<file path="config.mk">
export PLATFORM = sky130hd
export DESIGN_NAME = tcps_ctrl
export DESIGN_NICKNAME = d
export VERILOG_FILES = /design/src/rtl/core/assert_macros.svh /design/src/rtl/core/tcps_pkg.sv /design/src/rtl/core/tcps_ctrl.sv
export SDC_FILE = /design/constraint.sdc
export NUM_CORES = 1
export LEC_CHECK = 0
export ABC_AREA = 1
export ABC_CLOCK_PERIOD_IN_PS = 3400
export BUFFER_PORTS_ARGS = -buffer_cell sky130_fd_sc_hd__buf_2
export CORE_AREA = 4 4 41 43
export CTS_CLUSTER_DIAMETER = 120
export DETAILED_ROUTE_END_ITERATION = 12
export DIE_AREA = 0 0 45 47
export PLACE_DENSITY = 0.63
export SYNTH_ARGS = -nofsm -noshare
export SYNTH_HDL_FRONTEND = slang
export SYNTH_SLANG_ARGS = --single-unit
</file>
<file path="constraint.sdc">
create_clock -name clk -period 3.4 [get_ports clk]
set_clock_uncertainty 0.05 [all_clocks]
set_input_delay 0.51 -clock clk [delete_from_list [all_inputs] [get_ports clk]]
set_output_delay 0.51 -clock clk [all_outputs]
set_load 0.05 [all_outputs]
</file>
<file path="src/rtl/core/assert_macros.svh">
// ---------------------------------------------------------------------------
// Assertion macros
// Clocked assertion wrappers for the text console; NO_ASSERTIONS drops them.
// ---------------------------------------------------------------------------
`ifndef ASSERT_MACROS_SVH
`define ASSERT_MACROS_SVH

`ifndef NO_ASSERTIONS

// Checked only outside reset
`define TCPS_ASSERT(lbl, prop, msg) \
  lbl: assert property (@(posedge clk) disable iff (!rst_n) prop) else $error(msg);

// Checked at every edge, reset included
`define TCPS_ASSERT_ALWAYS(lbl, prop, msg) \
  lbl: assert property (@(posedge clk) prop) else $error(msg);

`else

`define TCPS_ASSERT(lbl, prop, msg)
`define TCPS_ASSERT_ALWAYS(lbl, prop, msg)

`endif

`endif

</file>
<file path="src/rtl/core/tcps_pkg.sv">
// ---------------------------------------------------------------------------
// tcps_pkg
// Shared types and constants of the text console engine.
// ---------------------------------------------------------------------------
`default_nettype none

package tcps_pkg;

  localparam int ROWS   = 25;
  localparam int COLS   = 80;
  localparam int CELLS  = ROWS * COLS;
  localparam int COPY_N = (ROWS - 1) * COLS;

  localparam int ADDR_W = $clog2(CELLS);
  localparam int LIN_W  = ADDR_W + 1;
  localparam int CELL_W = 16;
  localparam int ROW_W  = 5;
  localparam int COL_W  = 7;
  localparam int HW_W   = 11;
  localparam int CFG_AW = 3;

  localparam logic [CELL_W-1:0] BLANK_CELL = 16'h0720;
  localparam logic [7:0]        NEWLINE    = 8'h0A;
  localparam logic [7:0]        ATTR_RESET = 8'h0F;

  // register index, taken from paddr[2]
  localparam logic REG_TEXT_ATTR = 1'b0;

  typedef enum logic [1:0] {
    CMD_PUT     = 2'd0,
    CMD_SET_CUR = 2'd1,
    CMD_CLEAR   = 2'd2,
    CMD_READ    = 2'd3
  } cmd_t;

  typedef struct packed {
    cmd_t             cmd;
    logic [7:0]       ch;
    logic [ROW_W-1:0] row;
    logic [COL_W-1:0] col;
  } in_item_t;

  typedef struct packed {
    logic [ROW_W-1:0] cursor_row;
    logic [COL_W-1:0] cursor_col;
    logic [HW_W-1:0]  hw_cursor;
    logic [7:0]       cell_char;
    logic [7:0]       cell_attr;
  } out_item_t;

  typedef struct packed {
    logic latch_req;
    logic put;
    logic scroll_start;
    logic sweep_step;
    logic sweep_copy;
    logic set_cur;
    logic rd_cell;
    logic load_out;
  } dp_cmd_t;

  typedef struct packed {
    logic need_scroll;
    logic sweep_last;
  } dp_sts_t;

endpackage

`default_nettype wire

</file>
<file path="src/rtl/core/tcps_ctrl.sv">
// ---------------------------------------------------------------------------
// tcps_ctrl
// Controller: sequences put, scroll, clear and read, and owns the handshakes.
// ---------------------------------------------------------------------------
`default_nettype none

module tcps_ctrl (
  input  wire logic              clk,
  input  wire logic              rst_n,
  input  wire logic              in_valid,
  input  wire tcps_pkg::cmd_t    in_cmd,
  output logic                   in_stall,
  output logic                   out_valid,
  input  wire logic              out_stall,
  input  wire tcps_pkg::dp_sts_t sts,
  output tcps_pkg::dp_cmd_t      cmd
);

  import tcps_pkg::*;

  typedef enum logic [3:0] {
    ST_INIT,
    ST_IDLE,
    ST_PUT,
    ST_SCROLL,
    ST_SCROLL_TAIL,
    ST_SET_CUR,
    ST_CLEAR,
    ST_READ,
    ST_FINISH
  } state_t;

  state_t state_r, state_nxt;
  logic   out_valid_r, out_valid_nxt;

  always_comb begin
    state_nxt = state_r;
    cmd       = '0;
    case (state_r)
      ST_INIT: begin
        cmd.sweep_step = 1'b1;
        if (sts.sweep_last) begin
          state_nxt = ST_IDLE;
        end
      end
      ST_IDLE: begin
        if (in_valid) begin
          cmd.latch_req = 1'b1;
          case (in_cmd)
            CMD_PUT:     state_nxt = ST_PUT;
            CMD_SET_CUR: state_nxt = ST_SET_CUR;
            CMD_CLEAR:   state_nxt = ST_CLEAR;
            CMD_READ:    state_nxt = ST_READ;
            default:     state_nxt = ST_IDLE;
          endcase
        end
      end
      ST_PUT: begin
        if (sts.need_scroll) begin
          cmd.scroll_start = 1'b1;
          state_nxt        = ST_SCROLL;
        end else begin
          cmd.put   = 1'b1;
          state_nxt = ST_FINISH;
        end
      end
      ST_SCROLL: begin
        cmd.sweep_step = 1'b1;
        cmd.sweep_copy = 1'b1;
        if (sts.sweep_last) begin
          state_nxt = ST_SCROLL_TAIL;
        end
      end
      // let the last sweep write land before the put
      ST_SCROLL_TAIL: state_nxt = ST_PUT;
      ST_SET_CUR: begin
        cmd.set_cur = 1'b1;
        state_nxt   = ST_FINISH;
      end
      ST_CLEAR: begin
        cmd.sweep_step = 1'b1;
        if (sts.sweep_last) begin
          state_nxt = ST_FINISH;
        end
      end
      ST_READ: begin
        cmd.rd_cell = 1'b1;
        state_nxt   = ST_FINISH;
      end
      ST_FINISH: begin
        // hold until the result register is free
        if (!out_valid_r || !out_stall) begin
          cmd.load_out = 1'b1;
          state_nxt    = ST_IDLE;
        end
      end
      default: state_nxt = ST_IDLE;
    endcase
  end

  assign out_valid_nxt = cmd.load_out ? 1'b1 : (out_valid_r && out_stall);

  always_ff @(posedge clk) begin
    if (!rst_n) begin
      state_r     <= ST_INIT;
      out_valid_r <= 1'b0;
    end else begin
      state_r     <= state_nxt;
      out_valid_r <= out_valid_nxt;
    end
  end

  assign in_stall  = (state_r != ST_IDLE);
  assign out_valid = out_valid_r;

endmodule

`default_nettype wire

</file>
# Word-level counts from Yosys, hierarchy flattened
# Cells that the tools add are included.
[op_classes]
eq_ne = 17
n_mux = 20
n_reduce_logical = 9
[ops]
columns = ["cell", "count"]
rows = [
  ["4-bit one-hot mux with 8 select lines", 1],
  ["4-bit two-way mux", 6],
  ["4-bit by 3-bit equality test with 1-bit output (second input constant)", 4],
  ["4-bit one-hot mux with 4 select lines", 1],
  ["1-bit two-way mux", 11],
  ["2-bit inequality test (second input constant)", 5],
  ["4-bit by 2-bit equality test with 1-bit output (second input constant)", 2],
  ["5-bit AND reduction", 1],
  ["2-bit equality test (second input constant)", 2],
  ["4-bit by 1-bit equality test with 1-bit output (second input constant)", 1],
  ["4-bit equality test (second input constant)", 1],
  ["4-bit zero test", 1],
  ["4-bit by 1-bit inequality test with 1-bit output (second input constant)", 1],
  ["3-bit OR reduction", 1],
  ["2-bit by 1-bit equality test with 1-bit output (second input constant)", 1],
  ["1-bit zero test", 2],
  ["2-bit zero test", 1],
  ["2-bit two-way mux", 1],
  ["2-bit OR reduction", 1],
  ["1-bit logical AND", 1],
  ["1-bit logical OR", 1],
]
[word_totals]
regBits = 5
in_bits = 8
output_inout_bits = 10
word_cells = 48

# Logic depth before layout (Yosys ltp)
[depth]
depth_word = 5
depth_mapped = 8
depth_no_buf = 8

# Least setup slack after synthesis
# No wires, ideal clock.
[synth_path]
path_kind = "reg2out"
startpoint = "register state_r[2]"
endpoint = "output cmd[2] in the netlist's numbering"
t_arrival_ns = 1.710
slack_ns = 1.130
path_stages_with_launch = 5
path_buffers = 0
path_cell_list = "dfxtp_1 -> inv_1 -> nor2_2 -> inv_1 -> nor3_1"
[synth_rtl]
columns = ["element", "line", "source"]
rows = [
  ["from (decl)", "tcps_ctrl.sv:33", "state_t state_r, state_nxt;"],
  ["from (signal assigned)", "tcps_ctrl.sv:108", "state_r <= state_nxt;"],
  ["to (decl)", "tcps_ctrl.sv:16", "output tcps_pkg::dp_cmd_t cmd"],
]

==> impl_metrics.csv <==
group,metric,value,unit
status,status,"finished, final reports clean",
critical_path,crit_required,2.84,ns
placed_design,place_inst,103,
timing,rsz0062_at_grt,"false",
synth,synthCells,71,
critical_path,crit_path_start_kind,"flip-flop",
floorplanning,num_rows,13,
timing,finalWorstSetupSlack,1.48,ns
critical_path,end_kind,"primary output",
critical_path,path_buf_inv,2,
pwr,peakVddDrop,0.390,mV
timing,worst_pin_slew,0.267,ns
floorplanning,coreArea,0.00130,mm²
clocking,cts_tree,"built",
pwr,p_per_area,844,mW/mm²
floorplanning,dieHeight,47,µm
synth,synth.area.top_cells,"dfxtp_1, nand3_1, inv_1, nand2_1, nor2_4",
global_route,antenna_found_initial,0,
drt,drc,0,
global_route,grt_pass1_vias,434,
timing,slew_headroom,0.822,
timing,fin_setup_tns,0,ns
global_route,grt_pass1_wl,1.68,mm
synth,yosysTopAreaCell,"dfxtp_1",
timing,hold_violations,0,
synth,synth_area_per_cell,6.17,µm²
clocking,cts-root-buf,"clkbuf_4",
placed_design,globalplace.congestion,0.796,
floorplanning,ios,18,
cells_and_area,finalNetCount,101,
timing,finalSetupViolations,0,
synth,ys_seq_area_frac,0.229,
global_route,grtUsageTotal,0.109,
clocking,cts_setup_buffers,0,
timing,finalMaxSlewViolations,0,
placed_design,port-buffer-count,17,
floorplanning,die_area,0.00212,mm²
synth,synth_seq_cells,5,
pwr,power,479,µW
critical_path,crit_fanout,5,
cells_and_area,final_area,568,µm²
pwr,leakage,0.325,nW
placed_design,place_area,542,µm²
clocking,clkLatencyLatePin,0.24,ns
critical_path,slowest_stage,"dfxtp_1",
timing,max_freq,0.522,GHz
critical_path,path_cells,"inv_2, nor2_4, nand2_2, nand3_2, buf_2",
synth,ys.flop_type,"dfxtp_1",
critical_path,criticalPathCategory,"flip-flop to primary output",
synth,netlist_area,438,µm²
synth,synth_edf_count,0,
timing,hold_slack,0.431,ns
clocking,numCtsBuffers,3,
cells_and_area,area_growth,29.7,%
synth,ys_warn_count,0,
critical_path,worstPathArrival,1.36,ns
global_route,grt_overflow,0,
clocking,cts.reportedPaths.clkPinSlew,0.05,ns
global_route,grt_max_degree,9,
clocking,htree_num_levels,1,
cells_and_area,instances_no_fill,107,
timing,period_needed,1.92,ns
synth,async_flop_share,0,
critical_path,cpPeakStageDelay,0.46,ns
synth,syn-num-nets,79,
timing,finalCritPeriodShare,0.564,
clocking,clockBufferDepth,2,
synth,post_synth_num_cell_types,17,
synth,synth_common_cells,"inv_1, nand2_1, nand3_1",
drt,drt_first_pass_iters,4,
drt,vias_per_cell,4.57,
hold_path,hp-class,"flip-flop to flip-flop",
cells_and_area,drive_gt1_frac,0.391,
placed_design,post-dp-hpwl,818,µm
placed_design,dp_slack,1.73,ns
cells_and_area,final_util,0.437,
clocking,numClockSinks,5,
synth,yosysMostFrequentCell,"inv_1",
drt,ant_nets,0,
cells_and_area,num_antenna_cells,0,
clocking,postCtsHoldBufs,0,
job,drv_cap,0,
clocking,ctsResizeCount,0,
floorplanning,start_util,0.337,
floorplanning,die_w,45,µm
drt,via_count,489,
critical_path,cp_top_family,"flip-flops",
drt,drtIter0Drc,8,
drt,routedWlPerCell,9.19,µm
synth,synth_top_area_share,0.229,
drt,routed_wl,983,µm
cell type report:
cell class	instances	area (µm²)
well taps	15	18.8
flip-flops and latches	5	100
repair buffers	17	85.1
inverters	17	63.8
clock buffers	4	26.3
fillers	150	733
multi-input cells	49	274
worst reg2reg max path, delay by kind of cell, from the launching register on:
kind	cells	cell delay, ns
compound gates	1	0.13
flops	1	0.46
buf+inv	2	0.16
simple gates	4	0.36
cell usage in the layout, fill, tap and decap left out:
cell and n:
a21oi_2 1, clkinv_1 1, inv_1 13, o21ai_1 1, nor2_4 3, inv_2 3, buf_2 17, nand2_2 3
clkbuf_4 3, nor3_1 1, nand3_2 3, a21oi_1 4, o21ai_0 3, nand3_1 10, dfxtp_1 5, nor2_1 7
nor2_2 2, clkbuf_1 1, nand2_1 10, nand2_4 1
logic make-up after synthesis:
logic type      Yosys count  share of synthesized area
compound gates            9                      0.111
simple gates             40                      0.514
flops                     5                      0.229
buf+inv                  17                      0.146
worst paths after layout:
path,endpoint,slack (ns),cells past startpoint,startpoint
worst max-delay path,cmd[4],1.48,5,state_r[1]
worst min register to register,out_valid,0.43,2,out_valid
worst max register to register,state_r[0],2.14,7,state_r[0]
worst min-delay path,out_valid,0.43,2,out_valid
sequential cells by signal (all words and copies together), names as in the netlist:
signal,flops
state_r,4
out_valid,1
metal layers:
metal / up-vias / part of all wire / track usage / routed length [µm]
met1: 214 / 0.46 / 0.136 / 455
li1: 264 / - / - / -
met3: 0 / 0.059 / 0.0460 / 58
met4: 0 / 0 / 0.0351 / 0
met2: 11 / 0.48 / 0.169 / 469
met5: - / 0 / 0 / 0
power breakdown:
| group | leakage, nW | total, mW | switching, mW | internal (mW) |
|---|---|---|---|---|
| combinational | 0.269 | 0.313 | 0.227 | 0.0863 |
| sequential | 0.0408 | 0.0978 | 0.0249 | 0.0729 |
| clock | 0.0150 | 0.0685 | 0.0242 | 0.0444 |
Power figures use the tool's default switching activity.
